## src/design/rsm_pkg.sv

```systemverilog
// ============================================================================
// rsm_pkg - ring slot manager shared definitions
// Operation codes, controller states, command and status bundles and the
// fixed field widths used by the interfaces, controller and datapath.
// ============================================================================
package rsm_pkg;

    // Fixed field widths of the transaction payloads
    localparam int OP_W  = 3;
    localparam int CNT_W = 16;
    localparam int IDX_W = 4;
    localparam int BLK_W = 32;

    // Default sizing of the ring
    localparam int DEPTH_DEF = 16;
    localparam int WIDTH_DEF = 64;

    // Largest positive blocked count
    localparam logic signed [BLK_W-1:0] BLK_MAX = 32'sh7FFF_FFFF;

    // Division of the count by WIDTH: quotient step, then remainder step
    localparam int DIV_STEPS = 2;
    localparam int DIV_CW    = $clog2(DIV_STEPS);

    typedef enum logic [OP_W-1:0] {
        OP_CLEAR     = 3'd0,
        OP_RESERVE   = 3'd1,
        OP_COMMIT    = 3'd2,
        OP_READ      = 3'd3,
        OP_RELEASE   = 3'd4,
        OP_REL_COUNT = 3'd5
    } rsm_op_t;

    typedef enum logic [2:0] {
        ST_IDLE,
        ST_APPLY,
        ST_DIVIDE,
        ST_STEP,
        ST_REMAIN,
        ST_REPORT
    } rsm_state_t;

    // Controller to datapath
    typedef struct packed {
        logic accept;     // latch the incoming operation
        logic apply;      // execute an operation other than release by count
        logic div_step;   // one division step
        logic zero_blk;   // release by count with nothing to release
        logic step;       // release one slot
        logic remain;     // apply the remainder rule
        logic load_out;   // capture the result into the output register
    } rsm_cmd_t;

    // Datapath to controller
    typedef struct packed {
        logic req_rel_count;  // incoming operation is release by count
        logic div_last;       // final division step this cycle
        logic zero_case;      // count or blocked total not positive
        logic step_done;      // quotient exhausted or release caught the reader
    } rsm_status_t;

endpackage

```

## src/design/rsm_ifs.sv

```systemverilog
// ============================================================================
// rsm_ifs - ring slot manager channel interfaces
// Request channel (operation and count) and result channel (grant, pointers
// and blocked count), each a valid/ready pair with its payload.
// ============================================================================
interface rsm_req_if;
    import rsm_pkg::*;

    logic                    valid;
    logic                    ready;
    logic [OP_W-1:0]         operation;
    logic signed [CNT_W-1:0] unit_count;

    modport source (output valid, output operation, output unit_count, input ready);
    modport sink   (input valid, input operation, input unit_count, output ready);
endinterface

interface rsm_rsp_if;
    import rsm_pkg::*;

    logic                    valid;
    logic                    ready;
    logic                    granted;
    logic [IDX_W-1:0]        slot_index;
    logic                    is_empty;
    logic                    is_full;
    logic [IDX_W-1:0]        write_index;
    logic [IDX_W-1:0]        read_index;
    logic [IDX_W-1:0]        busy_index;
    logic signed [BLK_W-1:0] blocked_units;

    modport source (
        output valid, output granted, output slot_index, output is_empty,
        output is_full, output write_index, output read_index, output busy_index,
        output blocked_units, input ready
    );
    modport sink (
        input valid, input granted, input slot_index, input is_empty,
        input is_full, input write_index, input read_index, input busy_index,
        input blocked_units, output ready
    );
endinterface

```

## src/design/rsm_ctrl.sv

```systemverilog
// ============================================================================
// rsm_ctrl - ring slot manager controller
// Sequences each transaction through apply, or division, slot release and
// remainder steps, and owns the result valid flag.
// ============================================================================
module rsm_ctrl (
    input  logic                 clk,
    input  logic                 rst_n,
    input  logic                 req_valid,
    output logic                 req_ready,
    output logic                 rsp_valid,
    input  logic                 rsp_ready,
    output rsm_pkg::rsm_cmd_t    cmd,
    input  rsm_pkg::rsm_status_t st
);
    import rsm_pkg::*;

    rsm_state_t state_reg;
    rsm_state_t state_next;
    logic       out_valid_reg;
    logic       out_valid_next;
    logic       slot_free;

    // Output register can take a result when empty or draining this cycle
    assign slot_free = !out_valid_reg || rsp_ready;

    always_comb
    begin
        state_next = state_reg;
        unique case (state_reg)
            ST_IDLE:
            begin
                if (req_valid)
                begin
                    state_next = st.req_rel_count ? ST_DIVIDE : ST_APPLY;
                end
            end
            ST_APPLY:
            begin
                if (slot_free)
                begin
                    state_next = ST_IDLE;
                end
            end
            ST_DIVIDE:
            begin
                if (st.div_last)
                begin
                    state_next = st.zero_case ? ST_REPORT : ST_STEP;
                end
            end
            ST_STEP:
            begin
                if (st.step_done)
                begin
                    state_next = ST_REMAIN;
                end
            end
            ST_REMAIN:
            begin
                state_next = ST_REPORT;
            end
            ST_REPORT:
            begin
                if (slot_free)
                begin
                    state_next = ST_IDLE;
                end
            end
            default:
            begin
                state_next = ST_IDLE;
            end
        endcase
    end

    always_comb
    begin
        cmd       = '0;
        req_ready = 1'b0;
        unique case (state_reg)
            ST_IDLE:
            begin
                req_ready  = 1'b1;
                cmd.accept = req_valid;
            end
            ST_APPLY:
            begin
                cmd.apply    = slot_free;
                cmd.load_out = slot_free;
            end
            ST_DIVIDE:
            begin
                cmd.div_step = 1'b1;
                cmd.zero_blk = st.div_last && st.zero_case;
            end
            ST_STEP:
            begin
                cmd.step = !st.step_done;
            end
            ST_REMAIN:
            begin
                cmd.remain = 1'b1;
            end
            ST_REPORT:
            begin
                cmd.load_out = slot_free;
            end
            default:
            begin
                cmd = '0;
            end
        endcase
    end

    always_comb
    begin
        out_valid_next = out_valid_reg;
        if (cmd.load_out)
        begin
            out_valid_next = 1'b1;
        end
        else if (rsp_ready)
        begin
            out_valid_next = 1'b0;
        end
    end

    always_ff @(posedge clk or negedge rst_n)
    begin
        if (!rst_n)
        begin
            state_reg     <= ST_IDLE;
            out_valid_reg <= 1'b0;
        end
        else
        begin
            state_reg     <= state_next;
            out_valid_reg <= out_valid_next;
        end
    end

    assign rsp_valid = out_valid_reg;

endmodule

```

## src/design/rsm_dpath.sv

```systemverilog
// ============================================================================
// rsm_dpath - ring slot manager datapath
// Pointers, saturating blocked count with its residue modulo WIDTH, a
// reciprocal divider for release by count, and the result register.
// ============================================================================
module rsm_dpath #(
    parameter int DEPTH = rsm_pkg::DEPTH_DEF,
    parameter int WIDTH = rsm_pkg::WIDTH_DEF
) (
    input  logic                                   clk,
    input  logic                                   rst_n,
    input  rsm_pkg::rsm_cmd_t                      cmd,
    output rsm_pkg::rsm_status_t                   st,
    input  logic [rsm_pkg::OP_W-1:0]               operation,
    input  logic signed [rsm_pkg::CNT_W-1:0]       unit_count,
    output logic                                   granted,
    output logic [rsm_pkg::IDX_W-1:0]              slot_index,
    output logic                                   is_empty,
    output logic                                   is_full,
    output logic [rsm_pkg::IDX_W-1:0]              write_index,
    output logic [rsm_pkg::IDX_W-1:0]              read_index,
    output logic [rsm_pkg::IDX_W-1:0]              busy_index,
    output logic signed [rsm_pkg::BLK_W-1:0]       blocked_units
);
    import rsm_pkg::*;

    localparam int PW  = $clog2(DEPTH);
    localparam int RW  = (WIDTH > 1) ? $clog2(WIDTH) : 1;
    localparam int QW  = CNT_W - 1;
    localparam int LW  = $clog2(WIDTH);
    localparam int SH  = QW + LW;
    localparam int MW  = QW + 1;
    localparam int PRW = QW + MW;
    localparam logic [PW-1:0]             PTR_LAST = PW'(DEPTH - 1);
    localparam logic signed [BLK_W:0]     WIDTH_X  = (BLK_W+1)'(WIDTH);
    localparam logic signed [BLK_W:0]     MAX_X    = (BLK_W+1)'(BLK_MAX);
    localparam logic [RW:0]               WIDTH_R  = (RW+1)'(WIDTH);
    localparam logic [RW-1:0]             MAX_RES  = RW'(BLK_MAX % WIDTH);
    localparam logic [MW-1:0]             RECIP    = MW'((2**SH + WIDTH - 1) / WIDTH);

    // Architectural state
    logic [PW-1:0]           wr_reg,  wr_next;
    logic [PW-1:0]           rd_reg,  rd_next;
    logic [PW-1:0]           rel_reg, rel_next;
    logic signed [BLK_W-1:0] blk_reg, blk_next;
    logic [RW-1:0]           res_reg, res_next;   // blocked count modulo WIDTH

    // Operation in flight and divider
    rsm_op_t                 op_reg;
    logic signed [CNT_W-1:0] cnt_reg;
    logic [QW-1:0]           quot_reg;
    logic [RW-1:0]           rem_reg;
    logic [DIV_CW-1:0]       div_cnt_reg;

    // Result register
    logic                    granted_reg;
    logic [IDX_W-1:0]        slot_reg;
    logic                    empty_reg;
    logic                    full_reg;
    logic [IDX_W-1:0]        wr_idx_reg;
    logic [IDX_W-1:0]        rd_idx_reg;
    logic [IDX_W-1:0]        rel_idx_reg;
    logic signed [BLK_W-1:0] blk_out_reg;

    logic                    grant;
    logic [PW-1:0]           slot;
    logic [PW-1:0]           wr_inc, rd_inc, rel_inc, wr_next_inc;
    logic signed [BLK_W:0]   blk_plus, blk_minus;
    logic signed [BLK_W-1:0] blk_rem;
    logic [RW:0]             res_wrap;
    logic [PRW-1:0]          recip_prod;
    logic [QW-1:0]           quot_calc;
    logic [QW-1:0]           quot_units;
    logic [RW-1:0]           rem_calc;

    function automatic logic [PW-1:0] ptr_inc(input logic [PW-1:0] p);
        ptr_inc = (p == PTR_LAST) ? '0 : p + 1'b1;
    endfunction

    assign wr_inc      = ptr_inc(wr_reg);
    assign rd_inc      = ptr_inc(rd_reg);
    assign rel_inc     = ptr_inc(rel_reg);
    assign wr_next_inc = ptr_inc(wr_next);

    assign blk_plus  = (BLK_W+1)'(blk_reg) + WIDTH_X;
    assign blk_minus = (BLK_W+1)'(blk_reg) - WIDTH_X;
    assign blk_rem   = blk_reg - BLK_W'(rem_reg);

    // Residue after subtracting the remainder, wrapped back into range
    assign res_wrap = (res_reg >= rem_reg)
                    ? (RW+1)'(res_reg) - (RW+1)'(rem_reg)
                    : (RW+1)'(res_reg) + WIDTH_R - (RW+1)'(rem_reg);

    // Quotient by reciprocal multiplication, exact for every count magnitude
    assign recip_prod = PRW'(cnt_reg[QW-1:0]) * PRW'(RECIP);
    assign quot_calc  = QW'(recip_prod >> SH);

    // Remainder from the registered quotient on the following cycle
    assign quot_units = QW'(PRW'(quot_reg) * PRW'(WIDTH));
    assign rem_calc   = RW'(cnt_reg[QW-1:0] - quot_units);

    always_comb
    begin
        st.req_rel_count = (rsm_op_t'(operation) == OP_REL_COUNT);
        st.div_last      = (div_cnt_reg == DIV_CW'(DIV_STEPS - 1));
        st.zero_case     = cnt_reg[CNT_W-1] || (cnt_reg == '0)
                        || blk_reg[BLK_W-1] || (blk_reg == '0);
        st.step_done     = (quot_reg == '0) || (rel_reg == rd_reg);
    end

    always_comb
    begin
        wr_next  = wr_reg;
        rd_next  = rd_reg;
        rel_next = rel_reg;
        blk_next = blk_reg;
        res_next = res_reg;
        grant    = 1'b0;
        slot     = '0;

        if (cmd.apply)
        begin
            unique case (op_reg)
                OP_CLEAR:
                begin
                    wr_next  = '0;
                    rd_next  = '0;
                    rel_next = '0;
                    blk_next = '0;
                    res_next = '0;
                end
                OP_RESERVE:
                begin
                    if (wr_inc != rel_reg)
                    begin
                        grant = 1'b1;
                        slot  = wr_reg;
                    end
                end
                OP_COMMIT:
                begin
                    if (wr_inc != rel_reg)
                    begin
                        grant   = 1'b1;
                        slot    = wr_reg;
                        wr_next = wr_inc;
                    end
                end
                OP_READ:
                begin
                    if (rd_reg != wr_reg)
                    begin
                        grant   = 1'b1;
                        slot    = rd_reg;
                        rd_next = rd_inc;
                        if (blk_plus > MAX_X)
                        begin
                            blk_next = BLK_MAX;
                            res_next = MAX_RES;
                        end
                        else
                        begin
                            blk_next = BLK_W'(blk_plus);
                        end
                    end
                end
                OP_RELEASE:
                begin
                    if (rel_reg != rd_reg)
                    begin
                        rel_next = rel_inc;
                        if (blk_minus[BLK_W])
                        begin
                            blk_next = '0;
                            res_next = '0;
                        end
                        else
                        begin
                            blk_next = BLK_W'(blk_minus);
                        end
                    end
                end
                default:
                begin
                    grant = 1'b0;
                end
            endcase
        end

        if (cmd.zero_blk)
        begin
            blk_next = '0;
            res_next = '0;
        end

        if (cmd.step)
        begin
            rel_next = rel_inc;
            if (blk_minus[BLK_W])
            begin
                blk_next = '0;
                res_next = '0;
            end
            else
            begin
                blk_next = BLK_W'(blk_minus);
            end
        end

        // Remainder rule: an extra slot goes when the count lines up with it
        if (cmd.remain)
        begin
            blk_next = blk_rem;
            res_next = RW'(res_wrap);
            if (!blk_reg[BLK_W-1] && (blk_reg != '0) && (res_reg == rem_reg)
                && (rel_reg != rd_reg))
            begin
                rel_next = rel_inc;
            end
        end
    end

    always_ff @(posedge clk or negedge rst_n)
    begin
        if (!rst_n)
        begin
            wr_reg      <= '0;
            rd_reg      <= '0;
            rel_reg     <= '0;
            blk_reg     <= '0;
            res_reg     <= '0;
            div_cnt_reg <= '0;
        end
        else
        begin
            wr_reg  <= wr_next;
            rd_reg  <= rd_next;
            rel_reg <= rel_next;
            blk_reg <= blk_next;
            res_reg <= res_next;
            if (cmd.accept)
            begin
                div_cnt_reg <= '0;
            end
            else if (cmd.div_step)
            begin
                div_cnt_reg <= div_cnt_reg + 1'b1;
            end
        end
    end

    always_ff @(posedge clk)
    begin
        if (cmd.accept)
        begin
            op_reg  <= rsm_op_t'(operation);
            cnt_reg <= unit_count;
        end
        else if (cmd.div_step)
        begin
            if (div_cnt_reg == '0)
            begin
                quot_reg <= quot_calc;
            end
            else
            begin
                rem_reg <= rem_calc;
            end
        end
        else if (cmd.step)
        begin
            quot_reg <= quot_reg - 1'b1;
        end

        if (cmd.load_out)
        begin
            granted_reg <= grant;
            slot_reg    <= IDX_W'(slot);
            empty_reg   <= (wr_next == rd_next);
            full_reg    <= (wr_next_inc == rd_next);
            wr_idx_reg  <= IDX_W'(wr_next);
            rd_idx_reg  <= IDX_W'(rd_next);
            rel_idx_reg <= IDX_W'(rel_next);
            blk_out_reg <= blk_next;
        end
    end

    assign granted       = granted_reg;
    assign slot_index    = slot_reg;
    assign is_empty      = empty_reg;
    assign is_full       = full_reg;
    assign write_index   = wr_idx_reg;
    assign read_index    = rd_idx_reg;
    assign busy_index    = rel_idx_reg;
    assign blocked_units = blk_out_reg;

endmodule

```

## src/design/ring_slot_manager_with_release.sv

```systemverilog
// ============================================================================
// ring_slot_manager_with_release - ring slot manager top level
// Write, read and release pointers over a ring of DEPTH slots with a signed
// count of blocked units; one result transaction per request transaction.
// ============================================================================
// Each request yields exactly one result, taken into an output register.
// Clear, reserve, commit, read, release slot and unused codes pass through
// the accepting step and an apply step that executes the operation and
// loads the result. Release by count divides the count by WIDTH (quotient,
// then remainder), releases one slot per cycle until the quotient is used
// up or the reader is reached (k slots, k at most DEPTH-1), then takes a
// remainder step and a report step; it goes from the division straight to
// the report step when the count or the blocked total is not positive. A
// result held back by the receiver holds the apply or report step of the
// next request. The next request is accepted once the current one has
// reached the output register.
module ring_slot_manager_with_release #(
    parameter int DEPTH = rsm_pkg::DEPTH_DEF,
    parameter int WIDTH = rsm_pkg::WIDTH_DEF
) (
    input  logic       clk,
    input  logic       rst_n,
    rsm_req_if.sink    req,
    rsm_rsp_if.source  rsp
);
    import rsm_pkg::*;

    rsm_cmd_t    cmd;
    rsm_status_t st;

    rsm_ctrl u_ctrl (
        .clk       (clk),
        .rst_n     (rst_n),
        .req_valid (req.valid),
        .req_ready (req.ready),
        .rsp_valid (rsp.valid),
        .rsp_ready (rsp.ready),
        .cmd       (cmd),
        .st        (st)
    );

    rsm_dpath #(
        .DEPTH (DEPTH),
        .WIDTH (WIDTH)
    ) u_dpath (
        .clk           (clk),
        .rst_n         (rst_n),
        .cmd           (cmd),
        .st            (st),
        .operation     (req.operation),
        .unit_count    (req.unit_count),
        .granted       (rsp.granted),
        .slot_index    (rsp.slot_index),
        .is_empty      (rsp.is_empty),
        .is_full       (rsp.is_full),
        .write_index   (rsp.write_index),
        .read_index    (rsp.read_index),
        .busy_index    (rsp.busy_index),
        .blocked_units (rsp.blocked_units)
    );

endmodule

```

## src/flat_wrapper.sv

```systemverilog
// flat-port wrapper written by rule: the top's interface ports become plain ports
module ring_slot_manager_with_release_flat import rsm_pkg::*;
#(
    parameter int DEPTH = rsm_pkg::DEPTH_DEF,
    parameter int WIDTH = rsm_pkg::WIDTH_DEF
)
  (clk, rst_n, req_valid, req_operation, req_unit_count, req_ready, rsp_valid, rsp_granted, rsp_slot_index, rsp_is_empty, rsp_is_full, rsp_write_index, rsp_read_index, rsp_busy_index, rsp_blocked_units, rsp_ready);
  rsm_req_if req_i ();
  rsm_rsp_if rsp_i ();
  input  logic clk;
  input  logic rst_n;
  input wire logic [$bits(req_i.valid)-1:0] req_valid;
  input wire logic [$bits(req_i.operation)-1:0] req_operation;
  input wire logic [$bits(req_i.unit_count)-1:0] req_unit_count;
  output wire logic [$bits(req_i.ready)-1:0] req_ready;
  output wire logic [$bits(rsp_i.valid)-1:0] rsp_valid;
  output wire logic [$bits(rsp_i.granted)-1:0] rsp_granted;
  output wire logic [$bits(rsp_i.slot_index)-1:0] rsp_slot_index;
  output wire logic [$bits(rsp_i.is_empty)-1:0] rsp_is_empty;
  output wire logic [$bits(rsp_i.is_full)-1:0] rsp_is_full;
  output wire logic [$bits(rsp_i.write_index)-1:0] rsp_write_index;
  output wire logic [$bits(rsp_i.read_index)-1:0] rsp_read_index;
  output wire logic [$bits(rsp_i.busy_index)-1:0] rsp_busy_index;
  output wire logic [$bits(rsp_i.blocked_units)-1:0] rsp_blocked_units;
  input wire logic [$bits(rsp_i.ready)-1:0] rsp_ready;
  assign req_i.valid = req_valid;
  assign req_i.operation = req_operation;
  assign req_i.unit_count = req_unit_count;
  assign req_ready = req_i.ready;
  assign rsp_valid = rsp_i.valid;
  assign rsp_granted = rsp_i.granted;
  assign rsp_slot_index = rsp_i.slot_index;
  assign rsp_is_empty = rsp_i.is_empty;
  assign rsp_is_full = rsp_i.is_full;
  assign rsp_write_index = rsp_i.write_index;
  assign rsp_read_index = rsp_i.read_index;
  assign rsp_busy_index = rsp_i.busy_index;
  assign rsp_blocked_units = rsp_i.blocked_units;
  assign rsp_i.ready = rsp_ready;
  ring_slot_manager_with_release #(.DEPTH(DEPTH), .WIDTH(WIDTH)) u_core (.clk(clk), .rst_n(rst_n), .req(req_i), .rsp(rsp_i));
endmodule
```

## config.mk

```make
export PLATFORM = sky130hd
export DESIGN_NAME = ring_slot_manager_with_release_flat
export DESIGN_NICKNAME = d
export VERILOG_FILES = /design/src/design/rsm_pkg.sv /design/src/design/rsm_ifs.sv /design/src/design/rsm_ctrl.sv /design/src/design/rsm_dpath.sv /design/src/design/ring_slot_manager_with_release.sv /design/src/flat_wrapper.sv
export SDC_FILE = /design/constraint.sdc
export NUM_CORES = 1
export LEC_CHECK = 0
export BUFFER_PORTS_ARGS = -buffer_cell sky130_fd_sc_hd__buf_4
export CAP_MARGIN = 20
export CORE_MARGIN = 3
export CORE_UTILIZATION = 30
export CTS_CLUSTER_DIAMETER = 60
export DETAILED_ROUTE_END_ITERATION = 7
export PLACE_DENSITY = 0.52
export SYNTH_ARGS = -nofsm -noshare
export SYNTH_HDL_FRONTEND = slang
export SYNTH_SLANG_ARGS = --single-unit
```

## constraint.sdc

```tcl
create_clock -name clk -period 3.9 [get_ports clk]
set_input_delay 0.39 -clock clk [delete_from_list [all_inputs] [get_ports clk]]
set_output_delay 0.39 -clock clk [all_outputs]
set_load 0.05 [all_outputs]
```

# [After elaboration in Yosys (flattened, before gate mapping)]
# Cells that the tools add are included.
[totals] register_bits=146 input_bits=23 word_cells=151
[op_classes] addsub=13 magnitude_cmp=2 n_eq_ne=26 mux=63 n_bitwise=1 reduce_logical=26
[ops] cell="2-to-1 mux 32 bit" n=8
[ops] cell="one-hot mux 32 bit (3 select lines)" n=1
[ops] cell="2-to-1 mux 4 bit" n=15
[ops] cell="2-to-1 mux 6 bit" n=10
[ops] cell="2-to-1 mux 15 bit" n=3
[ops] cell="adder 32 x 8 -> 33 bit, second input constant" n=1
[ops] cell="greater-than comparator 33 x 32 -> 1 bit, second input constant" n=1
[ops] cell="subtractor 32 x 8 -> 33 bit, second input constant" n=1
[ops] cell="logical NOT 32 bit" n=1
[ops] cell="one-hot mux 4 bit (2 select lines)" n=4
[ops] cell="nonzero test 32 bit" n=1
[ops] cell="subtractor 32 x 6 -> 32 bit" n=1
[ops] cell="one-hot mux 6 bit (3 select lines)" n=1
[ops] cell="adder 4 x 1 -> 4 bit, second input constant" n=4
[ops] cell="equality test 4 bit, second input constant" n=4
[ops] cell="logical NOT 16 bit" n=1
[ops] cell="logical NOT 15 bit" n=1
[ops] cell="2-to-1 mux 3 bit" n=5
[ops] cell="one-hot mux 3 bit (5 select lines)" n=1
[ops] cell="subtractor 15 x 1 -> 15 bit, second input constant" n=1
[ops] cell="equality test 3 x 2 -> 1 bit, second input constant" n=4
[ops] cell="equality test 3 bit, second input constant" n=4
[ops] cell="equality test 4 bit" n=3
[ops] cell="2-to-1 mux 1 bit" n=12
[ops] cell="21 further kinds" n=43

# [Logic depth before layout (Yosys ltp)]
# Gate-level depths: netlist of the first run.
[logic_depth] ltp_word=10 depth_mapped=13 mapped_depth_nobuf=12

# [Cells and area by module]
# Synthesis of the first run repeated with hierarchy kept, for this count alone.
[unflattened] cells_unflattened=1077 hier_area_um2=9580.4
[by_module_without_submodules] mod="rsm_dpath" instances=1 cells_per_inst=1046 area_per_inst_um2=9313.9
[by_module_without_submodules] mod="rsm_ctrl" instances=1 cells_per_inst=31 area_per_inst_um2=266.5

# [Worst setup path after synthesis of the first run]
# Ideal clock, no wire load.
[synth_timing] path_type="register -> register" startpoint="register u_core.u_ctrl.out_valid_reg (netlist: u_core.u_ctrl.rsp_valid)" endpoint="register u_core.u_dpath.blk_out_reg[0] (netlist: u_core.u_dpath.blocked_units[0]) (enable)" setup_ns=0.460 arrival_time_ns=2.976 required_time_ns=3.440 setup_slack_ns=0.465 path_stages_with_launch=3 synth_period_minus_slack_ns=3.435 cell_sequence="dfrtp_1 > nor2b_1 > nor2_1"
[synth_lines] item="from (decl)" line_no="rsm_ctrl.sv:20" rtl="logic out_valid_reg;"
[synth_lines] item="from (signal assigned)" line_no="rsm_ctrl.sv:139" rtl="out_valid_reg <= out_valid_next;"
[synth_lines] item="to (signal assigned)" line_no="rsm_dpath.sv:284" rtl="blk_out_reg <= blk_next;"
[synth_lines] item="to (decl)" line_no="rsm_dpath.sv:63" rtl="logic signed [BLK_W-1:0] blk_out_reg;"

# [Worst setup path in the final report of the first run]
[layout_timing] startpoint="register u_core.u_dpath.blk_reg[6]" endpoint="register u_core.u_dpath.blk_out_reg[9] (netlist: u_core.u_dpath.blocked_units[9]) (data pin)"
[layout_via] elab_chain_len=9
[layout_rtl] item="from (decl)" line_no="rsm_dpath.sv:45" rtl="logic signed [BLK_W-1:0] blk_reg, blk_next;"
[layout_rtl] item="from (signal assigned)" line_no="rsm_dpath.sv:239" rtl="blk_reg <= blk_next;"
[layout_rtl] item="adder 32 x 8 -> 33 bit" line_no="rsm_dpath.sv:85" rtl="assign blk_plus = (BLK_W+1)'(blk_reg) + WIDTH_X;"
[layout_rtl] item="greater-than comparator 33 x 32 -> 1 bit" line_no="rsm_dpath.sv:156" rtl="if (blk_plus > MAX_X)"
[layout_rtl] item="2-to-1 mux 32 bit" line_no="rsm_dpath.sv:156"
[layout_rtl] item="2-to-1 mux 32 bit" line_no="rsm_dpath.sv:151" rtl="if (rd_reg != wr_reg)"
[layout_rtl] item="one-hot mux 32 bit (3 select lines)" line_no="rsm_dpath.sv:123" rtl="unique case (op_reg)"
[layout_rtl] item="2-to-1 mux 32 bit" line_no="rsm_dpath.sv:121" rtl="if (cmd.apply)"
[layout_rtl] item="2-to-1 mux 32 bit" line_no="rsm_dpath.sv:190" rtl="if (cmd.zero_blk)"
[layout_rtl] item="2-to-1 mux 32 bit" line_no="rsm_dpath.sv:196" rtl="if (cmd.step)"
[layout_rtl] item="2-to-1 mux 32 bit *" line_no="rsm_dpath.sv:211" rtl="if (cmd.remain)"
[layout_rtl] item="via u_core.u_dpath.blk_next[9]" line_no="rsm_dpath.sv:45"
# The timed path passes the listed nets; every way through them passes the cells marked *.
# A chain may end at the register's enable or synchronous reset.

==> results of run 1 <==
per-stage QoR:
step	util, %	cells	hold WS, ns
global route	38.6	1623	0.105
global placement	36.6	1591	0.443
floorplan	-	1072	0.0944
finish	38.6	1623	0.0437
detailed placement	36.6	1591	0.441
CTS	38.5	1623	0.0929
layout make-up:
type	instances	area, um2
Fill cell	3177	19100
Clock inverter	15	160
Inverter	41	154
Tap cell	396	495
Timing Repair Buffer	197	1520
Multi-Input combinational cell	811	5120
Sequential cell	146	4110
Clock buffer	17	425
worst max-delay path, stage by stage, from the launching register on:
cell,delay [ns]
dfrtp_2,0.50
inv_1,0.15
ha_1,0.38
nand3b_1,0.09
nor4_1,0.29
o211ai_1,0.22
a2111oi_2,0.34
or4b_4,0.56
nor2b_1,0.18
buf_4,0.14
a211oi_1,0.35
o22a_1,0.26
worst max-delay path by stage:
| stage | startpoint | to | slack, ns |
|---|---|---|---|
| 6_report | u_core.u_dpath.blk_reg[6]$_DFF_PN0_ | u_core.u_dpath.blocked_units[9]$_DFFE_PP_ | 0.25 |
| 5_1_grt | u_core.u_dpath.blk_reg[6]$_DFF_PN0_ | u_core.u_dpath.blocked_units[3]$_DFFE_PP_ | 0.05 |
| 3_3_place_gp | u_core.u_dpath.blk_reg[6]$_DFF_PN0_ | u_core.u_dpath.blocked_units[8]$_DFFE_PP_ | -0.007 |
| 2_1_floorplan | u_core.u_ctrl.rsp_valid$_DFFE_PN0P_ | u_core.u_dpath.blocked_units[0]$_DFFE_PP_ | 0.46 |
| 3_5_place_dp | u_core.u_dpath.blk_reg[6]$_DFF_PN0_ | u_core.u_dpath.blocked_units[8]$_DFFE_PP_ | -0.08 |
| 4_1_cts | u_core.u_dpath.blk_reg[7]$_DFF_PN0_ | u_core.u_dpath.blocked_units[15]$_DFFE_PP_ | 0.07 |
cells by family (layout without fill, tap and decap cells):
kind of cell,after synthesis,in the layout,synth area share (%)
AOI/OAI and AO/OA,329,329,22.6
xor gates and xnor gates,61,61,5.56
adders and majority gates,21,21,2.89
buffers and inverters,115,270,4.70
DFF,146,146,42.8
muxes,3,3,0.313
and+or+nand+nor,397,397,21.1
routing by layer:
layer | share of wire, % | GRT usage (%) | vias up
li1 | - | - | 4361
met1 | 44 | 28.3 | 4486
met2 | 45 | 33.0 | 434
met3 | 7.5 | 3.89 | 77
met4 | 3.5 | 8.34 | 0
met5 | 0 | 0 | -
what timing repair did:
| item | 4_1_cts | 5_1_grt |
|---|---|---|
| setup endpoints to repair | 7 | 28 |
| resized for setup | 2 | 8 |
| hold endpoints to repair | 0 | 0 |
| pin swaps | 0 | 0 |
| hold buffers | 0 | 0 |
Yosys cell counts, types with 8 or more instances:
cell       n  area, um2
or4_1      8       60.1
o211ai_1   9       67.6
a22oi_1   15        113
and3_1     8       50.1
xnor2_1   35        307
edfxtp_1  91       2730
nor2_1    86        323
dfrtp_1   55       1380
nand2_1   89        334
nand4_1   15       93.8
nor3_1    47        235
nand3_1   35        175
xor2_1    26        228
nand2b_1  13       81.3
o21ai_0   85        425
or3_1     16        100
and2_1     8       50.1
clkbuf_1  62        233
ha_1      19        238
nor2b_1    8       50.1
o22ai_1   13       81.3
a211oi_1  21        158
inv_1     41        154
a221oi_1   8       70.1
o221ai_1  10       87.6
nor4_1    32        200
a31oi_1   21        131
a21oi_1   65        325
power by group through the flow:
stage	sequential (mW)	clock (mW)	combinational [mW]
global placement	2.85	0	5.36
finish	2.82	1.69	5.48
floorplan	3.55	0	2.56
CTS	2.82	1.73	5.40
global route	2.89	1.79	5.86
detailed placement	2.84	0	5.37
==> impl_metrics.yaml, run 1 <==
outcome:
  status: "completed"
timing:
  max_slew_margin_pct: 40.1
  skew_ns: 0.0206
  rsz0062_at_grt: "false"
  timing.final.crit_share_pct: 93.5
  setup_tns_ns: 0
  max_freq_mhz: 274
  setup_viol: 0
  slew_violations: 0
  min_period_ns: 3.65
  hold_viol_final: 0
  setup_ws_ns: 0.254
  tightestPinTransition_ns: 0.891
logic_synthesis:
  syn_nets: 1116
  syn_area_um2: 9610
  ys_warn_count: 0
  synthFlopType: "edfxtp_1"
  synthArstFlopShare_pct: 37.7
  syn_area_per_cell_um2: 8.96
  ys_ff_latch: 146
  synth_cell_types: 75
  synth_edf_count: 91
  syn_inst: 1072
  seq_area_frac_synth_pct: 42.8
final_layout:
  n_antenna_cell: 0
  final_cell_area_um2: 12000
  nNetsFinal: 1258
  most-common-layout-cells: "194 x buf_4, 91 x edfxtp_1, 89 x nand2_1, 85 x o21ai_0, 85 x nor2_1"
  drive_above_1_share_pct: 21.5
  final_common_cell: "buf_4"
  area_delta_synth_final_pct: 24.7
drt:
  drt-total-wl_mm: 35.6
  vias: 9358
  avgViaCountPerCell: 5.77
  drt_iter0_markers: 1046
  routedWlPerCell_um: 21.9
  drc: 0
  antenna_left: 0
  drt_pre_antenna_iters: 5
pwr:
  p_switching_mw: 4.88
  pwr-share-seq_pct: 28.2
  p_sw_share_pct: 48.9
  finalPower_mw: 9.99
  p_leak_nw: 4.54
  combPwrFrac_pct: 54.9
  pwr_density_cell_nw_per_um2: 833
  clkPwrFrac_pct: 16.9
  ir_drop_v: 0.000468
  p_int_mw: 5.11
clock_network:
  cts.clk_slew.worst_paths_ns: 0.08
  cts_max_path_buffers: 2
  cts_tree: "built"
  cts-buffers-inserted: 17
  clk_latency_ns: 0.45
  post-cts-setup-buffers: 0
  h-tree-depth: 4
  clock_sinks: 146
  cts_root_buf: "clkbuf_16"
critical_path:
  reg2reg_depth: 11
  path_max_fanout: 10
  ff2ff_setup_slack_ns: 0.25
  r2r-start: "u_core.u_dpath.blk_reg[6]$_DFF_PN0_"
  worst-setup-path-type: "flip-flop to flip-flop"
  worstSetupStartpointType: "flip-flop"
  cp_data_required_time_ns: 4.18
  r2r-end: "u_core.u_dpath.blocked_units[9]$_DFFE_PP_"
  end_kind: "flip-flop"
  worstPathArrival_ns: 3.92
die:
  die_w_um: 185
  io-pin-count: 76
  die-area_um2: 34200
  initial_utilization_pct: 30.9
  placeableCoreArea_um2: 31100
  rows: 64
  die_h_um: 185
grt:
  track_usage_pct: 20.9
  grt_start_max_net_pins: 56
  grt_overflow: 0
  antenna_found_initial: 0
  grt_first_pass_wirelength_mm: 54.5
  first_global_vias: 9156
place:
  dp_hpwl_mm: 26.2
  place_ws_ns: -0.0807
  place_congestion: 0.961
  io_buffer_count: 75
  dpl_cell_area_um2: 11400
run:
  drv_cap: 0
min_path:
  min_path_type: "primary input to asynchronous set/reset pin"
(Power assumes the default switching activity.)
==> inputs of run 2 (changes only) <==
--- a/config.mk
+++ b/config.mk
@@ -8,10 +8,11 @@
 export BUFFER_PORTS_ARGS = -buffer_cell sky130_fd_sc_hd__buf_4
 export CAP_MARGIN = 20
 export CORE_MARGIN = 3
-export CORE_UTILIZATION = 30
+export CORE_UTILIZATION = 33
 export CTS_CLUSTER_DIAMETER = 60
 export DETAILED_ROUTE_END_ITERATION = 7
-export PLACE_DENSITY = 0.52
+export HOLD_SLACK_MARGIN = 0.12
+export PLACE_DENSITY = 0.55
 export SYNTH_ARGS = -nofsm -noshare
 export SYNTH_HDL_FRONTEND = slang
 export SYNTH_SLANG_ARGS = --single-unit
==> run 2 against run 1 <==
Effect of this change:
- sequential share of layout area decreased by 0.30 points
- wire length decreased by 0.63%
- die area decreased by 8.8%
==> impl_metrics.yaml, run 2 (synthesized netlist as in run 1, its figures left out) <==
outcome:
  status: "completed"
timing:
  rsz0062_at_grt: "false"
  hold_viol_final: 0
  timing.final.crit_share_pct: 95.8
  slew_violations: 0
  tightestPinTransition_ns: 0.888
  max_freq_mhz: 268
  setup_tns_ns: 0
  skew_ns: 0.0217
  min_period_ns: 3.73
  setup_viol: 0
  max_slew_margin_pct: 40.8
grt:
  grt_first_pass_wirelength_mm: 54.7
  grt_start_max_net_pins: 56
  grt_overflow: 0
  antenna_found_initial: 0
  grt_use_met1_pct: 31.6
  met2_usage_pct: 34.1
  first_global_vias: 9238
  track_usage_pct: 22.8
  top_usage_layer: "met2"
  gr-usage-met3_pct: 4.63
min_path:
  whs_path_depth: 1
  hold_end: "u_core.u_dpath.cnt_reg[3]$_DFFE_PP_"
  min_path_type: "primary input to flip-flop"
  min_from: "req_unit_count[3]"
die:
  rows: 61
  die_w_um: 177
  die_h_um: 177
  initial_utilization_pct: 34.0
  die-area_um2: 31200
  io-pin-count: 76
  placeableCoreArea_um2: 28200
clock_network:
  cts-buffers-inserted: 17
  clock_sinks: 146
  h-tree-depth: 4
  cts_max_path_buffers: 2
  cts_tree: "built"
  clk_latency_ns: 0.46
  cts.clk_slew.worst_paths_ns: 0.07
  cts_root_buf: "clkbuf_16"
final_layout:
  most-common-layout-cells: "185 x buf_4, 91 x edfxtp_1, 89 x nand2_1, 85 x o21ai_0, 85 x nor2_1"
  nNetsFinal: 1269
  drive_above_1_share_pct: 20.4
  n_antenna_cell: 0
  multi_input_area_um2: 5100
  final_common_cell: "buf_4"
  utilization_pct: 42.8
  ff_latch_area_um2: 4110
  n_fill_cell: 2795
  finalNonFillerCells: 1616
  area_delta_synth_final_pct: 25.8
critical_path:
  r2r-start: "u_core.u_dpath.blk_reg[6]$_DFF_PN0_"
  r2r-end: "u_core.u_dpath.blocked_units[9]$_DFFE_PP_"
  cp_slowest_cell: "dfrtp_2"
  ff2ff_setup_slack_ns: 0.17
  crit_chain: "inv_1 -> ha_1 -> nand3b_1 -> nor4_2 -> o211ai_1 -> a2111oi_0 -> or4b_1 -> buf_4 -> nor2b_1 -> buf_4 -> a211oi_1 -> o22a_1"
  reg2reg_depth: 12
  cp_data_required_time_ns: 4.19
  slowest_delay_ns: 0.48
  timing.critical_path.mode_cell: "buf_4"
  worst-setup-path-type: "flip-flop to flip-flop"
  worstSetupStartpointType: "flip-flop"
  worstPathArrival_ns: 4.02
  end_kind: "flip-flop"
  path_max_fanout: 7
place:
  place_congestion: 1.02
  dp_cells: 1564
  io_buffer_count: 75
  dp_hpwl_mm: 25.0
run:
  drv_cap: 0
pwr:
  ir_drop_v: 0.000454
  p_leak_nw: 4.57
  pwr_density_cell_nw_per_um2: 828
drt:
  drc: 0
  drt_iter0_markers: 1050
  routedWlPerCell_um: 21.9
  vias: 9541
  drt_pre_antenna_iters: 6
  antenna_left: 0
  avgViaCountPerCell: 5.90
  drt-total-wl_mm: 35.4
[run 2: cell count changes in the layout (fill, tap and decap cells not counted), moves of 2 or more]
cell	before	now
dlygate4sd3_1	0	19
clkinv_8	0	5
clkinv_4	2	0
buf_4	194	185
a221oi_2	2	0
a221oi_1	6	8
[run 2: repair_timing]
action | in CTS | in global routing
hold endpoints to repair | 73 | 0
buffers inserted | 0 | 0
hold buffers | 19 | 0
endpoints found under the setup margin | 0 | 51
gates resized for setup | 0 | 6
[run 2: worst max path at each step]
stage | start | end | slack (ns) | cells past startpoint
2_1_floorplan | u_core.u_ctrl.rsp_valid$_DFFE_PN0P_ | u_core.u_dpath.blocked_units[0]$_DFFE_PP_ | 0.46 | 2
3_3_place_gp | u_core.u_dpath.blk_reg[6]$_DFF_PN0_ | u_core.u_dpath.blocked_units[8]$_DFFE_PP_ | 0.04 | 11
3_5_place_dp | u_core.u_dpath.quot_reg[5]$_DFFE_PP_ | u_core.u_dpath.res_reg[1]$_DFF_PN0_ | 0.08 | 10
4_1_cts | u_core.u_dpath.quot_reg[5]$_DFFE_PP_ | u_core.u_dpath.blocked_units[5]$_DFFE_PP_ | 0.05 | 9
5_1_grt | u_core.u_dpath.blk_reg[6]$_DFF_PN0_ | u_core.u_dpath.blocked_units[9]$_DFFE_PP_ | 0.01 | 12
6_report | u_core.u_dpath.blk_reg[6]$_DFF_PN0_ | u_core.u_dpath.blocked_units[9]$_DFFE_PP_ | 0.17 | 12
[run 2: critical path, delay by kind of cell, from the launching register on]
kind	cells	cell delay, ns
compound gates	4	1.14
fa+ha+maj	1	0.40
buf+inv	3	0.50
flops	1	0.48
simple gates	4	1.05
[run 2: power by group]
| group | internal (mW) | switching, mW | total [mW] |
|---|---|---|---|
| registers | 2.37 | 0.523 | 2.90 |
| logic | 1.81 | 3.60 | 5.41 |
| clock network | 0.870 | 0.834 | 1.70 |
| total | 5.05 | 4.96 | 10.0 |
[run 2: layout make-up]
type	count	area share [%]
Tap cell	378	3.91
Sequential cell	146	34.0
Clock inverter	15	1.49
Multi-Input combinational cell	811	42.2
Inverter	41	1.27
Clock buffer	17	3.52
Timing Repair Buffer	208	13.6
[run 2: metal layers]
| layer | routed length (um) | part of all wire, % |
|---|---|---|
| met5 | 0 | 0 |
| met4 | 1590 | 4.5 |
| met3 | 3430 | 9.7 |
| met2 | 15400 | 43 |
| met1 | 15000 | 42 |
[run 2: stage by stage]
step / hold WS, ns / worst slack [ns] / area (um2) / power [mW]
after floorplan: 0.0944 / 0.465 / 9610 / 6.11
after global placement: 0.442 / 0.0432 / 11300 / 8.18
after detailed placement: 0.436 / 0.0806 / 11300 / 8.18
after CTS: 0.120 / 0.0455 / 12100 / 9.93
after global routing: 0.122 / 0.0131 / 12100 / 10.5
final: 0.129 / 0.165 / 12100 / 10.0
